<file path="config.mk">
export PLATFORM = sky130hd
export DESIGN_NAME = serial_command_line_matcher_top_flat
export DESIGN_NICKNAME = d
export VERILOG_FILES = /design/src/design/scm_pkg.sv /design/src/design/scm_req_if.sv /design/src/design/scm_rsp_if.sv /design/src/design/scm_cell.sv /design/src/design/scm_match.sv /design/src/design/serial_command_line_matcher_top.sv /design/src/flat_wrapper.sv
export SDC_FILE = /design/constraint.sdc
export NUM_CORES = 1
export LEC_CHECK = 0
export CORE_MARGIN = 4
export CORE_UTILIZATION = 55
export CTS_CLUSTER_DIAMETER = 80
export DETAILED_ROUTE_END_ITERATION = 8
export DONT_BUFFER_PORTS = 1
export GPL_ROUTABILITY_DRIVEN = 1
export MAX_ROUTING_LAYER = met4
export PLACE_DENSITY_LB_ADDON = 0.15
export SYNTH_ARGS = -nofsm -noshare
export SYNTH_HDL_FRONTEND = slang
export SYNTH_SLANG_ARGS = --single-unit
</file>
<file path="constraint.sdc">
create_clock -name clock -period 4.4 [get_ports clock]
set_clock_uncertainty 0.1 [all_clocks]
set_input_delay 0.22 -clock clock [delete_from_list [all_inputs] [get_ports clock]]
set_output_delay 0.22 -clock clock [all_outputs]
set_load 0.05 [all_outputs]
</file>
<file path="src/design/scm_pkg.sv">
package scm_pkg;

   localparam int LINE_DEPTH = 30;
   localparam int NUM_CELLS  = LINE_DEPTH - 1;
   localparam int FILL_W     = $clog2(LINE_DEPTH);

   // longest command word plus one position to see where the text ends
   localparam int SCAN_STEPS = 12;
   localparam int STEP_W     = $clog2(SCAN_STEPS);
   localparam int LEN_W      = $clog2(SCAN_STEPS + 1);

   localparam int NUM_WORDS  = 7;
   localparam int NUM_PREFIX = 3;

   localparam logic [7:0] CHAR_CR  = 8'h0d;
   localparam logic [7:0] CHAR_LF  = 8'h0a;
   localparam logic [7:0] CHAR_NUL = 8'h00;

   localparam logic [1:0] TGT_NONE  = 2'd0;
   localparam logic [1:0] TGT_SW    = 2'd1;
   localparam logic [1:0] TGT_SERVO = 2'd2;
   localparam logic [1:0] TGT_BLIND = 2'd3;

   localparam int PFX_SW    = 0;
   localparam int PFX_SERVO = 1;
   localparam int PFX_BLIND = 2;

   typedef enum logic [1:0] {
      ST_IDLE,
      ST_SCAN,
      ST_EMIT
   } state_type;

   typedef struct packed {
      logic clear;
      logic step;
   } scan_ctl_type;

   typedef struct packed {
      logic       hit;
      logic       servo;
      logic [2:0] word_idx;
   } match_type;

   // command words, indexed by command code, zero padded
   localparam logic [7:0] WORD_TEXT [NUM_WORDS][SCAN_STEPS] = '{
      '{"S","W","_","S","T","A","R","T",8'h00,8'h00,8'h00,8'h00},
      '{"S","W","_","P","A","U","S","E",8'h00,8'h00,8'h00,8'h00},
      '{"S","W","_","S","T","O","P",8'h00,8'h00,8'h00,8'h00,8'h00},
      '{"S","W","_","G","E","T","_","T","I","M","E",8'h00},
      '{"B","L","I","N","D","_","C","L","O","S","E",8'h00},
      '{"B","L","I","N","D","_","H","A","L","F",8'h00,8'h00},
      '{"B","L","I","N","D","_","O","P","E","N",8'h00,8'h00}
   };

   localparam logic [LEN_W-1:0] WORD_LEN [NUM_WORDS] = '{
      LEN_W'(8), LEN_W'(8), LEN_W'(7), LEN_W'(11), LEN_W'(11), LEN_W'(10), LEN_W'(10)
   };

   localparam logic [1:0] WORD_TARGET [NUM_WORDS] = '{
      TGT_SW, TGT_SW, TGT_SW, TGT_SW, TGT_BLIND, TGT_BLIND, TGT_BLIND
   };

   localparam logic [7:0] PFX_TEXT [NUM_PREFIX][SCAN_STEPS] = '{
      '{"S","W","_",8'h00,8'h00,8'h00,8'h00,8'h00,8'h00,8'h00,8'h00,8'h00},
      '{"S","E","R","V","O","_",8'h00,8'h00,8'h00,8'h00,8'h00,8'h00},
      '{"B","L","I","N","D","_",8'h00,8'h00,8'h00,8'h00,8'h00,8'h00}
   };

   localparam logic [LEN_W-1:0] PFX_LEN [NUM_PREFIX] = '{
      LEN_W'(3), LEN_W'(6), LEN_W'(6)
   };

endpackage

</file>
<file path="src/design/scm_req_if.sv">
interface scm_req_if;
   logic       valid;
   logic       ready;
   logic [7:0] rx_byte;

   modport source (output valid, output rx_byte, input ready);
   modport sink (input valid, input rx_byte, output ready);
endinterface

</file>
<file path="src/design/scm_rsp_if.sv">
interface scm_rsp_if;
   logic       valid;
   logic       ready;
   logic       command_valid;
   logic [1:0] target_code;
   logic [2:0] command_code;

   modport source (output valid, output command_valid, output target_code,
                   output command_code, input ready);
   modport sink (input valid, input command_valid, input target_code,
                 input command_code, output ready);
endinterface

</file>
<file path="src/design/scm_cell.sv">
module scm_cell (
   input  logic       clock,
   input  logic       load,
   input  logic       shift,
   input  logic [7:0] wr_byte,
   input  logic [7:0] nbr_byte,
   output logic [7:0] cell_byte
);

   logic [7:0] byte_ff;
   logic [7:0] byte_in;

   // shift toward cell zero during a scan, else capture a written byte
   always_comb begin
      byte_in = byte_ff;
      if (shift) begin
         byte_in = nbr_byte;
      end else if (load) begin
         byte_in = wr_byte;
      end
   end

   always_ff @(posedge clock) begin
      byte_ff <= byte_in;
   end

   assign cell_byte = byte_ff;

endmodule

</file>
<file path="src/design/scm_match.sv">
module scm_match (
   input  logic                         clock,
   input  logic                         reset,
   input  scm_pkg::scan_ctl_type        ctl,
   input  logic [7:0]                   ch,
   input  logic [scm_pkg::STEP_W-1:0]   step_idx,
   input  logic [scm_pkg::FILL_W-1:0]   fill,
   output scm_pkg::match_type           result
);

   logic [scm_pkg::NUM_WORDS-1:0]  word_alive_ff, word_alive_in;
   logic [scm_pkg::NUM_PREFIX-1:0] pfx_alive_ff, pfx_alive_in;
   logic [scm_pkg::LEN_W-1:0]      len_ff, len_in;
   logic                           ended_ff, ended_in;
   logic                           ended_now;
   logic [scm_pkg::NUM_WORDS-1:0]  word_ok;

   always_comb begin
      word_alive_in = word_alive_ff;
      pfx_alive_in  = pfx_alive_ff;
      len_in        = len_ff;
      ended_in      = ended_ff;
      ended_now     = ended_ff || (32'(step_idx) >= 32'(fill)) || (ch == scm_pkg::CHAR_NUL);
      if (ctl.clear) begin
         word_alive_in = '1;
         pfx_alive_in  = '1;
         len_in        = '0;
         ended_in      = 1'b0;
      end else if (ctl.step) begin
         ended_in = ended_now;
         if (!ended_now) begin
            len_in = len_ff + scm_pkg::LEN_W'(1);
            for (int w = 0; w < scm_pkg::NUM_WORDS; w++) begin
               if ((32'(step_idx) < 32'(scm_pkg::WORD_LEN[w])) &&
                   (ch != scm_pkg::WORD_TEXT[w][step_idx])) begin
                  word_alive_in[w] = 1'b0;
               end
            end
            for (int p = 0; p < scm_pkg::NUM_PREFIX; p++) begin
               if ((32'(step_idx) < 32'(scm_pkg::PFX_LEN[p])) &&
                   (ch != scm_pkg::PFX_TEXT[p][step_idx])) begin
                  pfx_alive_in[p] = 1'b0;
               end
            end
         end
      end
   end

   always_ff @(posedge clock) begin
      if (reset) begin
         ended_ff <= 1'b0;
      end else begin
         ended_ff <= ended_in;
      end
      word_alive_ff <= word_alive_in;
      pfx_alive_ff  <= pfx_alive_in;
      len_ff        <= len_in;
   end

   // exact word needs the full length, a prefix only a minimum
   always_comb begin
      result          = '0;
      result.servo    = pfx_alive_ff[scm_pkg::PFX_SERVO] &&
                        (len_ff >= scm_pkg::PFX_LEN[scm_pkg::PFX_SERVO]);
      for (int w = 0; w < scm_pkg::NUM_WORDS; w++) begin
         word_ok[w] = word_alive_ff[w] && (len_ff == scm_pkg::WORD_LEN[w]);
      end
      for (int w = scm_pkg::NUM_WORDS - 1; w >= 0; w--) begin
         if (word_ok[w]) begin
            result.hit      = 1'b1;
            result.word_idx = 3'(w);
         end
      end
   end

endmodule

</file>
<file path="src/design/serial_command_line_matcher_top.sv">
// channel | dir | handshake           | payload
// req_if  | in  | valid/ready         | rx_byte[7:0]
// rsp_if  | out | valid/ready         | command_valid, target_code[1:0], command_code[2:0]
//
// an ordinary byte or an empty-line terminator has its result registered in the next cycle
// a terminator after stored text clears the matcher, then the scan and an emit step follow; the
// scan shifts the cell row one character per cycle into the serial matcher
// synchronous active-high reset clears the fill count, target, command and handshake
// one output register holds the result: a new item is taken only once the
// previous result leaves, and the emit step waits for the register to free up
module serial_command_line_matcher_top (
   input logic      clock,
   input logic      reset,
   scm_req_if.sink  req_if,
   scm_rsp_if.source rsp_if
);

   scm_pkg::state_type              state_ff, state_in;
   logic [scm_pkg::FILL_W-1:0]      fill_ff, fill_in;
   logic [scm_pkg::STEP_W-1:0]      step_ff, step_in;
   logic [1:0]                      target_ff, target_in;
   logic [2:0]                      command_ff, command_in;

   logic                            rsp_valid_ff, rsp_valid_in;
   logic                            rsp_cmd_valid_ff, rsp_cmd_valid_in;
   logic [1:0]                      rsp_target_ff, rsp_target_in;
   logic [2:0]                      rsp_command_ff, rsp_command_in;

   logic                            out_free;
   logic                            req_fire;
   logic                            is_term;
   logic                            store_en;
   logic                            scan_last;
   logic [scm_pkg::FILL_W-1:0]      wr_idx;
   scm_pkg::scan_ctl_type           scan_ctl;
   scm_pkg::match_type              match;
   logic [7:0]                      cell_bytes [scm_pkg::NUM_CELLS];

   assign out_free  = !rsp_valid_ff || rsp_if.ready;
   assign req_fire  = req_if.valid && req_if.ready;
   assign is_term   = (req_if.rx_byte == scm_pkg::CHAR_CR) ||
                      (req_if.rx_byte == scm_pkg::CHAR_LF);
   assign scan_last = (step_ff == scm_pkg::STEP_W'(scm_pkg::SCAN_STEPS - 1));

   // a full store wraps back to the first cell, dropping the older text
   assign wr_idx   = (fill_ff >= scm_pkg::FILL_W'(scm_pkg::NUM_CELLS)) ? '0 : fill_ff;
   assign store_en = req_fire && !is_term;

   // row of byte cells, cell zero feeds the matcher while scanning
   for (genvar i = 0; i < scm_pkg::NUM_CELLS; i++) begin : g_cell
      logic [7:0] nbr;
      if (i == scm_pkg::NUM_CELLS - 1) begin : g_last
         assign nbr = scm_pkg::CHAR_NUL;
      end else begin : g_mid
         assign nbr = cell_bytes[i+1];
      end
      scm_cell u_cell (
         .clock     (clock),
         .load      (store_en && (wr_idx == scm_pkg::FILL_W'(i))),
         .shift     (scan_ctl.step),
         .wr_byte   (req_if.rx_byte),
         .nbr_byte  (nbr),
         .cell_byte (cell_bytes[i])
      );
   end

   scm_match u_match (
      .clock    (clock),
      .reset    (reset),
      .ctl      (scan_ctl),
      .ch       (cell_bytes[0]),
      .step_idx (step_ff),
      .fill     (fill_ff),
      .result   (match)
   );

   // next state
   always_comb begin
      state_in = state_ff;
      unique case (state_ff)
         scm_pkg::ST_IDLE: begin
            if (req_fire && is_term && (fill_ff != '0)) begin
               state_in = scm_pkg::ST_SCAN;
            end
         end
         scm_pkg::ST_SCAN: begin
            if (scan_last) begin
               state_in = scm_pkg::ST_EMIT;
            end
         end
         scm_pkg::ST_EMIT: begin
            if (out_free) begin
               state_in = scm_pkg::ST_IDLE;
            end
         end
         default: state_in = scm_pkg::ST_IDLE;
      endcase
   end

   // outputs and datapath updates
   always_comb begin
      req_if.ready     = 1'b0;
      scan_ctl         = '0;
      fill_in          = fill_ff;
      step_in          = step_ff;
      target_in        = target_ff;
      command_in       = command_ff;
      rsp_valid_in     = rsp_valid_ff && !rsp_if.ready;
      rsp_cmd_valid_in = rsp_cmd_valid_ff;
      rsp_target_in    = rsp_target_ff;
      rsp_command_in   = rsp_command_ff;
      unique case (state_ff)
         scm_pkg::ST_IDLE: begin
            req_if.ready = out_free;
            step_in      = '0;
            if (req_fire) begin
               if (is_term && (fill_ff != '0)) begin
                  scan_ctl.clear = 1'b1;
               end else begin
                  // ordinary byte or empty line: held values right away
                  if (!is_term) begin
                     fill_in = wr_idx + scm_pkg::FILL_W'(1);
                  end
                  rsp_valid_in     = 1'b1;
                  rsp_cmd_valid_in = 1'b0;
                  rsp_target_in    = target_ff;
                  rsp_command_in   = command_ff;
               end
            end
         end
         scm_pkg::ST_SCAN: begin
            scan_ctl.step = 1'b1;
            step_in       = step_ff + scm_pkg::STEP_W'(1);
         end
         scm_pkg::ST_EMIT: begin
            if (out_free) begin
               fill_in = '0;
               if (match.hit) begin
                  target_in  = scm_pkg::WORD_TARGET[match.word_idx];
                  command_in = match.word_idx;
               end else if (match.servo) begin
                  target_in = scm_pkg::TGT_SERVO;
               end else begin
                  target_in = scm_pkg::TGT_NONE;
               end
               rsp_valid_in     = 1'b1;
               rsp_cmd_valid_in = match.hit;
               rsp_target_in    = target_in;
               rsp_command_in   = command_in;
            end
         end
         default: begin
            scan_ctl = '0;
         end
      endcase
   end

   always_ff @(posedge clock) begin
      if (reset) begin
         state_ff     <= scm_pkg::ST_IDLE;
         fill_ff      <= '0;
         step_ff      <= '0;
         target_ff    <= scm_pkg::TGT_NONE;
         command_ff   <= '0;
         rsp_valid_ff <= 1'b0;
      end else begin
         state_ff     <= state_in;
         fill_ff      <= fill_in;
         step_ff      <= step_in;
         target_ff    <= target_in;
         command_ff   <= command_in;
         rsp_valid_ff <= rsp_valid_in;
      end
      rsp_cmd_valid_ff <= rsp_cmd_valid_in;
      rsp_target_ff    <= rsp_target_in;
      rsp_command_ff   <= rsp_command_in;
   end

   assign rsp_if.valid         = rsp_valid_ff;
   assign rsp_if.command_valid = rsp_cmd_valid_ff;
   assign rsp_if.target_code   = rsp_target_ff;
   assign rsp_if.command_code  = rsp_command_ff;

   // no new item while a line is being matched
   a_no_accept_busy: assert property (@(posedge clock) disable iff (reset)
      (state_ff != scm_pkg::ST_IDLE) |-> !req_if.ready)
      else $error("item accepted during a scan");

   // fill count never passes the last cell
   a_fill_range: assert property (@(posedge clock) disable iff (reset)
      fill_ff <= scm_pkg::FILL_W'(scm_pkg::NUM_CELLS))
      else $error("fill count out of range");

   // a reported command always comes with a stopwatch or blind target
   a_valid_target: assert property (@(posedge clock) disable iff (reset)
      (rsp_valid_ff && rsp_cmd_valid_ff) |->
         ((rsp_target_ff == scm_pkg::TGT_SW) || (rsp_target_ff == scm_pkg::TGT_BLIND)))
      else $error("valid command without command target");

   // scan ends after its last step
   a_scan_end: assert property (@(posedge clock) disable iff (reset)
      ((state_ff == scm_pkg::ST_SCAN) && scan_last) |=> (state_ff == scm_pkg::ST_EMIT))
      else $error("scan did not end");

   // a finished line empties the store
   a_emit_clear: assert property (@(posedge clock) disable iff (reset)
      ((state_ff == scm_pkg::ST_EMIT) && out_free) |=> (fill_ff == '0))
      else $error("fill count not cleared after a line");

endmodule

</file>
<file path="src/flat_wrapper.sv">
// flat-port wrapper written by rule: the top's interface ports become plain ports
module serial_command_line_matcher_top_flat 
  (clock, reset, req_if_valid, req_if_rx_byte, req_if_ready, rsp_if_valid, rsp_if_command_valid, rsp_if_target_code, rsp_if_command_code, rsp_if_ready);
  scm_req_if req_if_i ();
  scm_rsp_if rsp_if_i ();
  input logic clock;
  input logic reset;
  input wire logic [$bits(req_if_i.valid)-1:0] req_if_valid;
  input wire logic [$bits(req_if_i.rx_byte)-1:0] req_if_rx_byte;
  output wire logic [$bits(req_if_i.ready)-1:0] req_if_ready;
  output wire logic [$bits(rsp_if_i.valid)-1:0] rsp_if_valid;
  output wire logic [$bits(rsp_if_i.command_valid)-1:0] rsp_if_command_valid;
  output wire logic [$bits(rsp_if_i.target_code)-1:0] rsp_if_target_code;
  output wire logic [$bits(rsp_if_i.command_code)-1:0] rsp_if_command_code;
  input wire logic [$bits(rsp_if_i.ready)-1:0] rsp_if_ready;
  assign req_if_i.valid = req_if_valid;
  assign req_if_i.rx_byte = req_if_rx_byte;
  assign req_if_ready = req_if_i.ready;
  assign rsp_if_valid = rsp_if_i.valid;
  assign rsp_if_command_valid = rsp_if_i.command_valid;
  assign rsp_if_target_code = rsp_if_i.target_code;
  assign rsp_if_command_code = rsp_if_i.command_code;
  assign rsp_if_i.ready = rsp_if_ready;
  serial_command_line_matcher_top u_core (.clock(clock), .reset(reset), .req_if(req_if_i), .rsp_if(rsp_if_i));
endmodule
</file>
==> flow_results.org <==
** Placement
- Area after DPL :: 0.01255 mm2
- Number of input and output port buffers inserted :: 0
- Placed wire-length estimate after detailed placement :: 14980 um
- The congestion estimate from routability-driven global placement came to 0.9413.

** Finish
- Post-layout instance area :: roughly 0.014 mm2
- The area growth from synthesis to layout is 10.27%.
- Of the cells placed in the final design, the portion with a size suffix greater than 1 is 0.07500.
- The final layout contains 1011 nets.

** Power
- Total leakage power :: 0.005649 uW
- Cell Pwr Density :: 403.9 mW/mm2
- Across the VDD grid, the largest voltage drop is 0.0003182 V.

** Floorplan
- Number of top-level pins :: 20
- Die height :: between 150 and 200 um
- The total area inside the core boundary comes to 0.02189 mm2.
- Placement row count :: 54
- The die is 157.6 um wide.
- Area of the die :: 0.02485 mm2
- The initial utilization of the core area, before any placement, comes to 0.5625.

** Flow run
- Maximum capacitance violations :: 0

** Logic synthesis
- Yosys Warn Count :: 0
- Net count of the mapped netlist :: 1029
- Synthesized netlist cell count :: 996
- Counting flops and latches in the post-synthesis netlist gives 268.
- The most used flip-flop cell after synthesis is edfxtp_1.
- Fraction of synthesis flops using an asynchronous set or reset pin :: 0
- Post-synth EDFFs :: 230
- Sequential cell area fraction in the yosys report :: 0.6227
- Netlist Area Pre-Place :: 0.01231 mm2
- Counting distinct cell types in the post-synthesis netlist gives 70.
- In this run the mean area of a mapped cell was between 10 and 15 um2.

** Global route
- Via count of the first global-routing pass :: 7629
- Entering global routing, the biggest net connects 239 pins.
- In the global route stage, overall resource usage came out at 0.2110.
- Number of antenna violations at the first check in global routing :: 0
- The total overflow left after global routing is 0.
- Wire length of the first global-routing pass :: 41090 um

** Clocking
- The number of setup buffers added after CTS is 0.
- Clock-pin slew was measured on the worst setup and hold paths at 0.06 ns.
- Buffers inserted to repair hold after CTS numbered 11.
- Number of instances resized during post-cts repair :: 0
- Maximum number of buffers from clock root to sink :: 3
- Number of CTS-inserted buffers :: 28
- Number of sinks driven by the clock tree :: 268
- TritonCTS built the clock tree.
- For the worst-skew pair, the clock arrives at the later sink with an insertion delay of 0.55 ns.
- Clock root buffer master :: clkbuf_16
- Level count of the clock H-tree :: 1

** STA
- Worst-margin pin slew :: 1.205 ns
- In this run the tightest slew margin relative to its limit is 0.1843.
- Highest clock rate :: 304.6 MHz
- The final number of hold-violating endpoints came to 0.
- Setup Total Neg Slack :: 0 ns
- Final clock period utilization by the worst path :: 0.7461
- Min cycle time layout :: 3.283 ns
- Count of pins over their slew limit :: 0
- Final Setup Violations :: 0
- Setup repair after global routing left no endpoint under its margin.

** Routing
- Post-route antenna net violation count :: 0
- Wirelength per Cell :: between 15 and 20 um
- Post-detailed-route DRC marker count :: 0
- For this block, the routed nets add up to 24800 um of wire.
- In this run, the number of DRC markers left after iteration 0 of detailed routing was 639.
- For this run, the detailed router's first-pass iteration total came to 7.
- The routed layout has 7750 vias.
- Ratio of routed vias to standard cells :: 6.050

** Worst setup path
- WP data required :: 4.46 ns
- Critical path launch point type :: flop
- Of all nets on the critical path, the largest fanout is 8.
- FF-to-FF path depth :: 5
- For the worst setup path, the data arrival time is 3.34 ns.
- The worst setup path is captured at a flop.
- The worst setup path is of the flop to flop kind.

** Worst hold path
- Path category of the worst min-delay check :: input pin to flop
- Number of cells on the worst hold path :: 3

** Run status
- The run finished with clean final reports.
cells by family after synthesis:
family | share of synthesized area
AO/OA/AOI/OAI | 0.2108
flip-flops | 0.6227
AND/OR/NAND/NOR | 0.07886
buffers and inverters | 0.03059
XOR/XNOR | 0.02347
adder cells (fa/ha/maj) | 0.02134
multiplexers | 0.01230
placed cells by master (no fill, tap or decap), types with 4 or more instances in the layout:
cell,instances
clkbuf_16,29
o211ai_1,5
buf_4,22
nand2_1,44
ha_1,21
clkinv_2,4
a21o_1,227
and2_1,10
xnor2_1,25
and3_1,5
edfxtp_1,230
nand2b_1,18
or2_2,5
nor2b_1,4
o21ai_0,53
clkbuf_1,10
dlygate4sd3_1,11
nor2_1,53
mux2i_1,14
nor3_1,10
inv_1,14
xor2_1,8
a21oi_1,32
dfxtp_1,38
nand3_1,16
clkinv_1,7
flip-flops by register name, indices dropped and copies added (netlist names):
signal and cells:
u_core.command_ff 3, u_core.fill_ff 5, u_core.g_cell.u_cell.cell_byte 232, u_core.rsp_if.command_code 3
u_core.rsp_if.command_valid 1, u_core.rsp_if.target_code 2, u_core.rsp_if.valid 1, u_core.state_ff 2
u_core.step_ff 4, u_core.target_ff 2, u_core.u_match.ended_ff 1, u_core.u_match.len_ff 4
u_core.u_match.pfx_alive_ff 1, u_core.u_match.word_alive_ff 7
worst paths after layout:
path,startpoint,end,slack (ns)
setup reg to reg,u_core.rsp_if.valid,u_core.g_cell[10].u_cell.cell_byte[7],1.12
setup / recovery,u_core.rsp_if.valid,u_core.g_cell[10].u_cell.cell_byte[7],1.12
hold reg to reg,u_core.u_match.word_alive_ff[2],u_core.u_match.word_alive_ff[2],0.37
hold / removal,req_if_valid,u_core.u_match.word_alive_ff[1],0.08
power breakdown:
part           internal, uW  switching, uW  leakage (uW)
combinational           133            161       0.00281
clock                  1400            938      0.000448
sequential             2790           57.4       0.00239
total                  4330           1160       0.00565
cell usage after synthesis, types with 3 or more instances:
library cell / number / area, um2
clkbuf_1: 73 / 274.0
o211ai_1: 5 / 37.54
xnor2_1: 25 / 219.0
o31ai_1: 3 / 22.52
xor2_1: 8 / 70.07
nor2_1: 53 / 198.9
nor4_1: 3 / 18.77
a211o_1: 3 / 26.28
a22oi_1: 3 / 22.52
a21o_1: 227 / 1704
ha_1: 21 / 262.8
nand2b_1: 18 / 112.6
a21oi_1: 32 / 160.2
a31oi_1: 3 / 18.77
and2_1: 10 / 62.56
edfxtp_1: 230 / 6907
dfxtp_1: 38 / 760.7
nor2b_1: 5 / 31.28
nand3_1: 16 / 80.08
or3_1: 3 / 18.77
or2_2: 5 / 31.28
and3_1: 5 / 31.28
o2111ai_1: 3 / 26.28
nand4_1: 3 / 18.77
buf_1: 8 / 30.03
inv_1: 14 / 52.55
o21ai_0: 53 / 265.3
mux2i_1: 14 / 140.1
nor3_1: 10 / 50.05
a211oi_1: 3 / 22.52
clkinv_1: 3 / 11.26
nand2_1: 44 / 165.2
stage by stage:
stage          hold slack (ns)  utilization  cells  total power, uW  worst slack (ns)
6_report               0.08182       0.6203   1281             5484             1.117
5_1_grt                0.07675       0.6201   1280             5683            0.8058
4_1_cts                0.05292       0.6201   1280             5532             1.113
3_5_place_dp            0.1981       0.5732   1217             3181             1.111
3_3_place_gp            0.1948       0.5732   1217             3175             1.226
2_1_floorplan           0.2672            -    996             3111             1.667
metal layers:
layer / vias up / wire length (um) / part of all wire / track usage
met1: 3766 / 11430 / 0.46 / 0.3099
met2: 269 / 11040 / 0.45 / 0.3056
met4: 0 / 548 / 0.022 / 0.05408
met3: 46 / 1776 / 0.072 / 0.04019
li1: 3669 / - / - / -
met5: - / 0 / 0 / -
critical path, stage by stage, from the launching register on:
cell,delay [ns]
dfxtp_1,0.47
nor2b_4,0.23
or4b_4,0.51
nor2_1,0.26
nand3_1,0.31
o21ai_0,1.00
layout make-up:
cell class                      count  area, um2
Sequential cell                   268       7667
Multi-Input combinational cell    628       4277
Clock inverter                     12      141.4
Fill cell                        1755       8313
Inverter                           18      67.56
Antenna cell                        1      2.502
Clock buffer                       40      777.0
Tap cell                          280      350.3
Timing Repair Buffer               34      295.3
No activity file was read; power rests on OpenSTA's default activity.
